<file path="src/rtl/irl_pkg.sv">
// Shared definitions for the index range lookup block.
// Holds item codes, status codes, state types and the scan result struct.
// No dependencies.
package irl_pkg;

    // Item codes carried on the action field
    localparam logic [1:0] ACT_CLEAR  = 2'd0;
    localparam logic [1:0] ACT_APPEND = 2'd1;
    localparam logic [1:0] ACT_QUERY  = 2'd2;

    // Result status codes
    localparam logic [1:0] STATUS_OK    = 2'd0;
    localparam logic [1:0] STATUS_EMPTY = 2'd1;
    localparam logic [1:0] STATUS_FULL  = 2'd2;

    // Fixed payload widths
    localparam int OFF_W = 32;
    localparam int SUM_W = 33;

    // Scan sequencer states
    typedef enum logic [1:0] {
        SCAN_IDLE,
        SCAN_FWD,
        SCAN_BWD,
        SCAN_DONE
    } scan_state_t;

    // Scan outcome handed back to the top level
    typedef struct packed {
        logic             done;
        logic             start_found;
        logic             end_found;
        logic [OFF_W-1:0] start_off;
        logic [SUM_W-1:0] end_off;
    } scan_res_t;

endpackage

</file>
<file path="src/rtl/irl_scan.sv">
// Scan sequencer: forward then backward walk over the entry table.
// One shared subtract-compare unit serves both walks, one RAM read per cycle.
// Depends on irl_pkg.
module irl_scan
    import irl_pkg::*;
#(
    parameter int KEY_WIDTH   = 64,
    parameter int TABLE_DEPTH = 1024
) (
    input  logic                               clk,
    input  logic                               rst_n,
    input  logic                               go,
    input  logic [$clog2(TABLE_DEPTH+1)-1:0]   count,
    input  logic [KEY_WIDTH-1:0]               lo_key,
    input  logic [KEY_WIDTH-1:0]               hi_key,
    output logic                               rd_en,
    output logic [$clog2(TABLE_DEPTH)-1:0]     rd_addr,
    input  logic [KEY_WIDTH+2*OFF_W-1:0]       rd_data,
    output scan_res_t                          res,
    output logic                               busy
);

    localparam int CW = $clog2(TABLE_DEPTH + 1);
    localparam int AW = $clog2(TABLE_DEPTH);

    scan_state_t            state_reg, state_next;
    logic [CW-1:0]          idx_reg, idx_next;
    logic [CW-1:0]          cnt_reg, cnt_next;
    logic                   pend_reg, pend_next;
    logic                   last_reg, last_next;
    logic [KEY_WIDTH-1:0]   lo_reg, lo_next;
    logic [KEY_WIDTH-1:0]   hi_reg, hi_next;
    logic                   sfound_reg, sfound_next;
    logic                   efound_reg, efound_next;
    logic [OFF_W-1:0]       soff_reg, soff_next;
    logic [SUM_W-1:0]       eoff_reg, eoff_next;

    logic [KEY_WIDTH-1:0]   rd_key;
    logic [OFF_W-1:0]       rd_off;
    logic [OFF_W-1:0]       rd_len;
    logic [KEY_WIDTH-1:0]   cmp_a;
    logic [KEY_WIDTH-1:0]   cmp_b;
    logic [KEY_WIDTH:0]     cmp_diff;
    logic                   match;

    // Split the stored word into key, offset and length
    assign rd_key = rd_data[KEY_WIDTH+2*OFF_W-1:2*OFF_W];
    assign rd_off = rd_data[2*OFF_W-1:OFF_W];
    assign rd_len = rd_data[OFF_W-1:0];

    // Shared compare: a >= b when the subtraction does not borrow
    assign cmp_a    = (state_reg == SCAN_FWD) ? rd_key : hi_reg;
    assign cmp_b    = (state_reg == SCAN_FWD) ? lo_reg : rd_key;
    assign cmp_diff = {1'b0, cmp_a} - {1'b0, cmp_b};
    assign match    = ~cmp_diff[KEY_WIDTH];

    // State and working registers
    always_ff @(posedge clk or negedge rst_n)
    begin
        if (!rst_n)
        begin
            state_reg  <= SCAN_IDLE;
            pend_reg   <= 1'b0;
            last_reg   <= 1'b0;
            sfound_reg <= 1'b0;
            efound_reg <= 1'b0;
        end
        else
        begin
            state_reg  <= state_next;
            pend_reg   <= pend_next;
            last_reg   <= last_next;
            sfound_reg <= sfound_next;
            efound_reg <= efound_next;
        end
    end

    // Payload registers need no reset
    always_ff @(posedge clk)
    begin
        idx_reg  <= idx_next;
        cnt_reg  <= cnt_next;
        lo_reg   <= lo_next;
        hi_reg   <= hi_next;
        soff_reg <= soff_next;
        eoff_reg <= eoff_next;
    end

    // Sequencer: issue one read per cycle and check its data in the next cycle
    always_comb
    begin
        state_next      = state_reg;
        idx_next        = idx_reg;
        cnt_next        = cnt_reg;
        pend_next       = pend_reg;
        last_next       = last_reg;
        lo_next         = lo_reg;
        hi_next         = hi_reg;
        sfound_next     = sfound_reg;
        efound_next     = efound_reg;
        soff_next       = soff_reg;
        eoff_next       = eoff_reg;
        rd_en           = 1'b0;
        rd_addr         = idx_reg[AW-1:0];
        res.done        = 1'b0;
        res.start_found = sfound_reg;
        res.end_found   = efound_reg;
        res.start_off   = soff_reg;
        res.end_off     = eoff_reg;

        case (state_reg)
            SCAN_IDLE:
            begin
                // Latch the query and start at the oldest entry
                if (go)
                begin
                    lo_next     = lo_key;
                    hi_next     = hi_key;
                    cnt_next    = count;
                    idx_next    = '0;
                    pend_next   = 1'b0;
                    last_next   = 1'b0;
                    sfound_next = 1'b0;
                    efound_next = 1'b0;
                    soff_next   = '0;
                    eoff_next   = '0;
                    state_next  = SCAN_FWD;
                end
            end
            SCAN_FWD:
            begin
                if (pend_reg && match)
                begin
                    // First key at or above the start key
                    sfound_next = 1'b1;
                    soff_next   = rd_off;
                    idx_next    = cnt_reg - CW'(1);
                    pend_next   = 1'b0;
                    state_next  = SCAN_BWD;
                end
                else if (pend_reg && last_reg)
                begin
                    idx_next   = cnt_reg - CW'(1);
                    pend_next  = 1'b0;
                    state_next = SCAN_BWD;
                end
                else
                begin
                    rd_en     = 1'b1;
                    pend_next = 1'b1;
                    last_next = (idx_reg == cnt_reg - CW'(1));
                    idx_next  = idx_reg + CW'(1);
                end
            end
            SCAN_BWD:
            begin
                if (pend_reg && match)
                begin
                    // Last key at or below the end key
                    efound_next = 1'b1;
                    eoff_next   = {1'b0, rd_off} + {1'b0, rd_len};
                    pend_next   = 1'b0;
                    state_next  = SCAN_DONE;
                end
                else if (pend_reg && last_reg)
                begin
                    pend_next  = 1'b0;
                    state_next = SCAN_DONE;
                end
                else
                begin
                    rd_en     = 1'b1;
                    pend_next = 1'b1;
                    last_next = (idx_reg == '0);
                    idx_next  = idx_reg - CW'(1);
                end
            end
            SCAN_DONE:
            begin
                res.done   = 1'b1;
                state_next = SCAN_IDLE;
            end
            default:
            begin
                state_next = SCAN_IDLE;
            end
        endcase
    end

    assign busy = (state_reg != SCAN_IDLE);

`ifndef SYNTHESIS
    // Reads stay inside the filled part of the table
    assert property (@(posedge clk) disable iff (!rst_n)
        rd_en |-> (idx_reg < cnt_reg))
        else $error("scan read beyond entry count");

    // A scan starts only from idle
    assert property (@(posedge clk) disable iff (!rst_n)
        go |-> (state_reg == SCAN_IDLE))
        else $error("scan started while busy");

    // The start hit is taken only by the forward walk
    assert property (@(posedge clk) disable iff (!rst_n)
        $rose(sfound_reg) |-> ($past(state_reg) == SCAN_FWD))
        else $error("start hit outside forward walk");
`endif

endmodule

</file>
<file path="config.mk">
export PLATFORM = sky130hd
export DESIGN_NAME = irl_scan
export DESIGN_NICKNAME = d
export VERILOG_FILES = /design/src/rtl/irl_pkg.sv /design/src/rtl/irl_scan.sv
export SDC_FILE = /design/constraint.sdc
export NUM_CORES = 1
export LEC_CHECK = 0
export ABC_CLOCK_PERIOD_IN_PS = 7000
export BUFFER_PORTS_ARGS = -buffer_cell sky130_fd_sc_hd__clkbuf_2
export CORE_UTILIZATION = 53
export DETAILED_ROUTE_END_ITERATION = 6
export GPL_TIMING_DRIVEN = 0
export PLACE_DENSITY = 0.81
export REMOVE_ABC_BUFFERS = 1
export SLEW_MARGIN = 20
export SYNTH_ARGS = -nofsm -noshare
export SYNTH_HDL_FRONTEND = slang
export SYNTH_SLANG_ARGS = --single-unit
</file>
<file path="constraint.sdc">
create_clock -name clk -period 7 [get_ports clk]
set_input_delay 0.35 -clock clk [delete_from_list [all_inputs] [get_ports clk]]
set_output_delay 0.35 -clock clk [all_outputs]
set_load 0.01 [all_outputs]
</file>
==> results.py, run 1 <==
metrics = {
    "outcome": {
        "status": "completed",
    },
    "place": {
        "routabilityCongestion": 0.872,
        "postPlaceCellArea_um2": 14600,
        "place_hpwl_mm": 23.0,
        "place.port_buffers": 349,
    },
    "power": {
        "powerDensity_nw_per_um2": 373,
        "finalPower_mw": 6.17,
        "ir_drop_uv": 260,
        "leakage_nw": 6.92,
    },
    "timing": {
        "slew_violations": 0,
        "finClkSkew_ns": 0.0116,
        "hold_violations": 0,
        "max_slew.worst_pin.slew_ns": 0.912,
        "maxSlewHeadroom": 0.392,
        "rsz0062_at_grt": "no",
        "fin_crit_ns": 5.60,
        "finalCritPeriodShare": 0.799,
        "fmax_mhz": 179,
        "setup_viol": 0,
    },
    "worst_setup_path": {
        "crit_path_cell_trace": "inv_1, ha_4, buf_16, buf_16, mux2_2, ha_1, a21oi_1, o21ai_0, a2111oi_0, a211oi_1, o41ai_1, a31oi_2, buf_6, nor2b_1, clkbuf_2",
        "slowest_stage": "a2111oi_0",
        "cpPeakStageDelay_ns": 0.60,
        "worstPathMaxFanout": 49,
        "endpoint_kind": "primary output",
        "crit_path_start": "state_reg[1]",
        "cp_common_cell": "buf_16",
        "rr_startpoint": "state_reg[1]",
        "critPathRequiredTime_ns": 6.65,
        "ff2ff_setup_slack_ns": 1.73,
        "path_class": "flip-flop to primary output",
        "startpoint_type": "flip-flop",
        "arrival_ns": 5.25,
    },
    "clock_network": {
        "cts_buffers": 24,
        "clkLatencyLatePin_ns": 0.52,
        "postCtsSetupBuffers": 0,
        "clk_pin_slew_ns": 0.06,
        "cts_sinks": 221,
        "clockRootBuffer": "clkbuf_16",
        "cts_tree": "yes",
        "cts_buffer_depth": 3,
        "hold_buffers": 104,
        "cts-htree-levels": 1,
        "cts_resized": 0,
    },
    "routing": {
        "drt_wl_total_mm": 35.5,
        "drt-pass1-iter-count": 5,
        "final_antenna_net_count": 0,
        "drc_errors": 0,
        "wl_per_cell_um": 20.1,
        "dr_total_vias": 10012,
        "drtIter0Drc": 631,
        "via_per_inst": 5.66,
    },
    "grt": {
        "grt_max_degree": 87,
        "grt_pass1_wl_mm": 53.2,
        "antenna_found_initial": 1,
        "groute.usage.overall": 0.282,
        "overflow": 0,
        "grt_pass1_vias": 10338,
    },
    "synth": {
        "yosys_most_used_dff": "edfxtp_1",
        "netlist_area_um2": 12500,
        "yosys.area.top_type": "edfxtp_1",
        "synth-seq-cells": 221,
        "yosysTopAreaCellShare": 0.516,
        "syn_inst": 993,
        "ys_seq_area_frac": 0.528,
        "synth_cell_types": 61,
        "synthArstFlopShare": 0.0271,
        "yosys_warnings": 0,
        "synth-edff-count": 215,
        "synthTopCellsByArea": "edfxtp_1 (52%), ha_1 (10%), mux2_2 (5.8%)",
        "avgSynthCellArea_um2": 12.6,
    },
    "cells_and_area": {
        "finalNetCount": 1813,
        "synthToLayoutAreaGrowth_pct": 32.2,
        "drive_gt1_frac": 0.321,
        "design_area_um2": 16500,
    },
    "floorplan": {
        "die-area_um2": 24200,
        "fp-row-count": 55,
        "design.core.area_um2": 22900,
        "io_pins": 350,
        "start_util": 0.546,
        "fp.dieH_um": 156,
        "die_w_um": 156,
    },
    "hold_path": {
        "min-delay-start": "lo_key[0]",
        "hold_class": "input port to flip-flop",
    },
    "flow_run": {
        "cap_violations": 0,
    },
}
-- power by group --
group	internal (mW)	total, mW	leakage, nW	switching [mW]
logic	1.12	2.64	4.43	1.51
registers	2.04	2.24	2.11	0.207
clock network	0.760	1.29	0.377	0.530
-- Yosys cell counts (9+ instances only) --
master / number
a21o_1: 28
a21oi_1: 56
and2_1: 40
buf_4: 13
clkbuf_1: 29
edfxtp_1: 215
ha_1: 103
inv_1: 21
mux2_2: 64
mux2i_1: 71
nand2_1: 44
nand3_1: 16
nand4_1: 12
nor2_1: 45
nor3_1: 22
o21a_1: 9
o21ai_0: 33
xnor2_1: 25
xor2_1: 27
-- metal layers --
metal | GRT usage | vias to the layer above | part of all wire
li1 | - | 4679 | -
met4 | 0.104 | 0 | 0.035
met2 | 0.525 | 522 | 0.52
met1 | 0.320 | 4723 | 0.37
met5 | 0 | - | 0
met3 | 0.0525 | 88 | 0.078
-- cell families (layout without fill, tap and decap cells) --
kind of cell | after synthesis | after routing | share of synthesized area
flip-flops | 221 | 221 | 0.528
buffers and inverters | 70 | 533 | 0.0250
XOR/XNOR | 53 | 53 | 0.0377
AND/OR/NAND/NOR | 225 | 225 | 0.0941
adder cells (fa/ha/maj) | 104 | 104 | 0.105
other | 0 | 1 | 0
AO/OA/AOI/OAI | 185 | 185 | 0.0956
multiplexers | 135 | 135 | 0.114
-- layout make-up --
cell class,count,area [um2]
Antenna cell,1,2.50
Clock buffer,31,648
Clock inverter,12,131
Fill cell,1490,6380
Inverter,21,83.8
Multi-Input combinational cell,702,5630
Sequential cell,221,6610
Tap cell,313,392
Timing Repair Buffer,469,3040
-- metrics by stage --
step | hold WS (ns) | TNS [ns] | cells | setup WS [ns] | util
after floorplan | 0.0544 | -153.86 | 944 | -2.53 | -
after global placement | 0.185 | -479.01 | 1606 | -6.31 | 0.629
after detailed placement | 0.189 | 0 | 1614 | 1.98 | 0.638
after CTS | 0.0000971 | 0 | 1761 | 1.59 | 0.718
after global routing | -0.00974 | 0 | 1770 | 1.13 | 0.721
final | 0.00548 | 0 | 1770 | 1.40 | 0.721
-- layout by cell type (no fill, tap or decap), types with 7 or more instances in the layout --
cell	n
a211oi_1	7
a21o_1	28
a21oi_1	54
and2_1	40
and4_1	7
clkbuf_16	25
clkbuf_2	349
dlygate4sd3_1	112
edfxtp_1	215
ha_1	102
inv_1	19
mux2_2	64
mux2i_1	71
nand2_1	44
nand3_1	16
nand4_1	12
nor2_1	45
nor3_1	22
o21a_1	9
o21ai_0	33
o22ai_1	8
xnor2_1	25
xor2_1	27
-- worst max-delay path, delay by kind of cell, from the launching register on --
kind	cells	cell delay, ns
AO/OA/AOI/OAI	6	2.05
adder cells (fa/ha/maj)	2	0.59
buffers and inverters	5	1.13
flip-flops	1	0.41
multiplexers	1	0.38
AND/OR/NAND/NOR	1	0.12
-- worst paths after layout --
check / cells after the start / endpoint
worst max-delay path: 15 / rd_en
worst min-delay path: 1 / lo_reg[0]
worst max register to register: 15 / eoff_reg[17]
worst min register to register: 2 / efound_reg
max in group asynchronous: 2 / state_reg[1]
min in group asynchronous: 2 / efound_reg
Note: power is estimated with default switching activity, not from simulation.
==> inputs of run 2 (changes only) <==
--- a/config.mk
+++ b/config.mk
@@ -5,12 +5,12 @@
 export SDC_FILE = /design/constraint.sdc
 export NUM_CORES = 1
 export LEC_CHECK = 0
-export ABC_CLOCK_PERIOD_IN_PS = 7000
+export ABC_CLOCK_PERIOD_IN_PS = 4700
 export BUFFER_PORTS_ARGS = -buffer_cell sky130_fd_sc_hd__clkbuf_2
-export CORE_UTILIZATION = 53
+export CORE_UTILIZATION = 48
 export DETAILED_ROUTE_END_ITERATION = 6
 export GPL_TIMING_DRIVEN = 0
-export PLACE_DENSITY = 0.81
+export PLACE_DENSITY = 0.77
 export REMOVE_ABC_BUFFERS = 1
 export SLEW_MARGIN = 20
 export SYNTH_ARGS = -nofsm -noshare
==> constraint.sdc (replaced) <==
create_clock -name clk -period 4.7 [get_ports clk]
set_input_delay 0.235 -clock clk [delete_from_list [all_inputs] [get_ports clk]]
set_output_delay 0.235 -clock clk [all_outputs]
set_load 0.01 [all_outputs]
==> results.py, run 2 (synthesis gave the netlist of run 1 again) <==
metrics = {
    "routing": {
        "wl_per_cell_um": 19.7,
        "final_antenna_net_count": 0,
        "via_per_inst": 5.56,
        "drt_wl_total_mm": 36.0,
        "drtIter0Drc": 744,
        "drt-pass1-iter-count": 5,
        "dr_total_vias": 10164,
        "drc_errors": 0,
    },
    "worst_setup_path": {
        "arrival_ns": 4.34,
        "startpoint_type": "flip-flop",
        "crit_path_cell_trace": "inv_1, ha_4, buf_16, buf_16, mux2_2, ha_1, a21o_1, a2111oi_2, a211oi_2, o41ai_2, buf_4, a31oi_4, nor2b_1, clkbuf_2",
        "cp_common_cell": "buf_16",
        "crit_buf_inv": 5,
        "endpoint_kind": "primary output",
        "path_delay_family": "compound AO/OA/AOI/OAI gates",
        "cpPeakStageDelay_ns": 0.52,
        "critPathRequiredTime_ns": 4.47,
        "slowest_stage": "a2111oi_2",
        "path_class": "flip-flop to primary output",
        "worstPathMaxFanout": 47,
    },
    "floorplan": {
        "io_pins": 350,
        "die_w_um": 163,
        "design.core.area_um2": 25400,
        "die-area_um2": 26700,
        "fp.dieH_um": 163,
        "fp-row-count": 58,
        "start_util": 0.492,
    },
    "cells_and_area": {
        "final_util": 0.667,
        "design_area_um2": 16900,
        "layout.cells.non_filler": 1829,
        "drive_gt1_frac": 0.326,
        "finalNetCount": 1851,
        "nFillCells": 1745,
        "seq_area_um2": 6610,
        "final_common_cell": "clkbuf_2",
        "synthToLayoutAreaGrowth_pct": 35.6,
        "mostFrequentLayoutCells": "clkbuf_2 (349), edfxtp_1 (215), dlygate4sd3_1 (140)",
        "multi_input_comb_area_um2": 5670,
    },
    "power": {
        "internal_power_mw": 5.83,
        "ir_drop_uv": 416,
        "p_seq_frac": 0.361,
        "p_comb_frac": 0.442,
        "leakage_nw": 7.10,
        "swShare": 0.370,
        "finalPower_mw": 9.25,
        "clkPwrFrac": 0.197,
        "powerDensity_nw_per_um2": 546,
        "power_switching_mw": 3.42,
    },
    "timing": {
        "hold_violations": 0,
        "slew_violations": 0,
        "fmax_mhz": 219,
        "maxSlewHeadroom": 0.378,
        "fin_crit_ns": 4.57,
        "finClkSkew_ns": 0.0182,
        "rsz0062_at_grt": "no",
        "setup_viol": 0,
        "max_slew.worst_pin.slew_ns": 0.933,
        "finalCritPeriodShare": 0.973,
        "setup_slack_ns": 0.126,
    },
    "place": {
        "placed_cells": 1631,
        "place_hpwl_mm": 23.0,
        "routabilityCongestion": 0.875,
        "place.port_buffers": 349,
        "postPlaceCellArea_um2": 14700,
        "dp_slack_ns": -0.363,
    },
    "grt": {
        "groute.usage.overall": 0.264,
        "grt_pass1_wl_mm": 54.4,
        "antenna_found_initial": 1,
        "grt_max_degree": 86,
        "grt_pass1_vias": 10395,
        "overflow": 0,
    },
    "clock_network": {
        "clockRootBuffer": "clkbuf_16",
        "cts_buffer_depth": 3,
        "cts_tree": "yes",
        "cts_sinks": 221,
        "cts_buffers": 25,
        "clk_pin_slew_ns": 0.06,
        "clkLatencyLatePin_ns": 0.53,
        "cts-htree-levels": 1,
    },
    "flow_run": {
        "cap_violations": 0,
    },
    "outcome": {
        "status": "completed",
    },
    "hold_path": {
        "hold_class": "input port to flip-flop",
    },
}
==> run 2: final timing paths <==
kind                               from           end  slack, ns  cells past startpoint
setup / recovery           state_reg[1]         rd_en       0.13                     14
hold / removal              rd_data[34]   soff_reg[2]       0.02                      2
setup reg to reg           state_reg[1]  eoff_reg[23]       0.18                     15
hold reg to reg              efound_reg    efound_reg       0.52                      2
max in group asynchronous         rst_n  state_reg[1]       4.45                      2
min in group asynchronous         rst_n      last_reg       0.10                      2
==> run 2: power groups by stage <==
stage	Clock (mW)	Combinational [mW]	Sequential, mW
2_1_floorplan	0	2.37	3.55
3_3_place_gp	0	3.65	3.46
3_5_place_dp	0	3.71	3.37
4_1_cts	1.83	3.90	3.33
5_1_grt	1.91	4.46	3.40
6_report	1.82	4.09	3.34
==> run 2: cell type report <==
| class | count | share of cell area |
|---|---|---|
| well taps | 330 | 0.0244 |
| repair buffers | 506 | 0.202 |
| clock buffers | 33 | 0.0399 |
| clock inverters | 13 | 0.00421 |
| inverters | 21 | 0.00509 |
| flip-flops and latches | 221 | 0.390 |
| multi-input cells | 702 | 0.335 |
| diodes | 3 | 0.000443 |
==> run 2: routing by layer <==
layer  vias up  part of all wire  global-route usage
met4         0             0.040               0.116
met5         -                 0                   0
li1       4764                 -                   -
met1      4795              0.38               0.304
met2       523              0.50               0.472
met3        82             0.080              0.0498
==> run 2: per-stage QoR <==
stage / TNS [ns] / hold slack (ns)
2_1_floorplan: -382.02 / -0.0606
3_3_place_gp: -798.78 / 0.0697
3_5_place_dp: -24.07 / 0.0729
4_1_cts: -0.0363 / 0.00435
5_1_grt: 0 / 0.0178
6_report: 0 / 0.0235
==> run 2: repair_timing <==
item	4_1_cts	5_1_grt
endpoints found under the setup margin	89	93
gates resized for setup	3	6
pin swaps	2	1
cloned	0	1
hold buffers	140	0
endpoints found under the hold margin	145	0
setup buffers	4	4
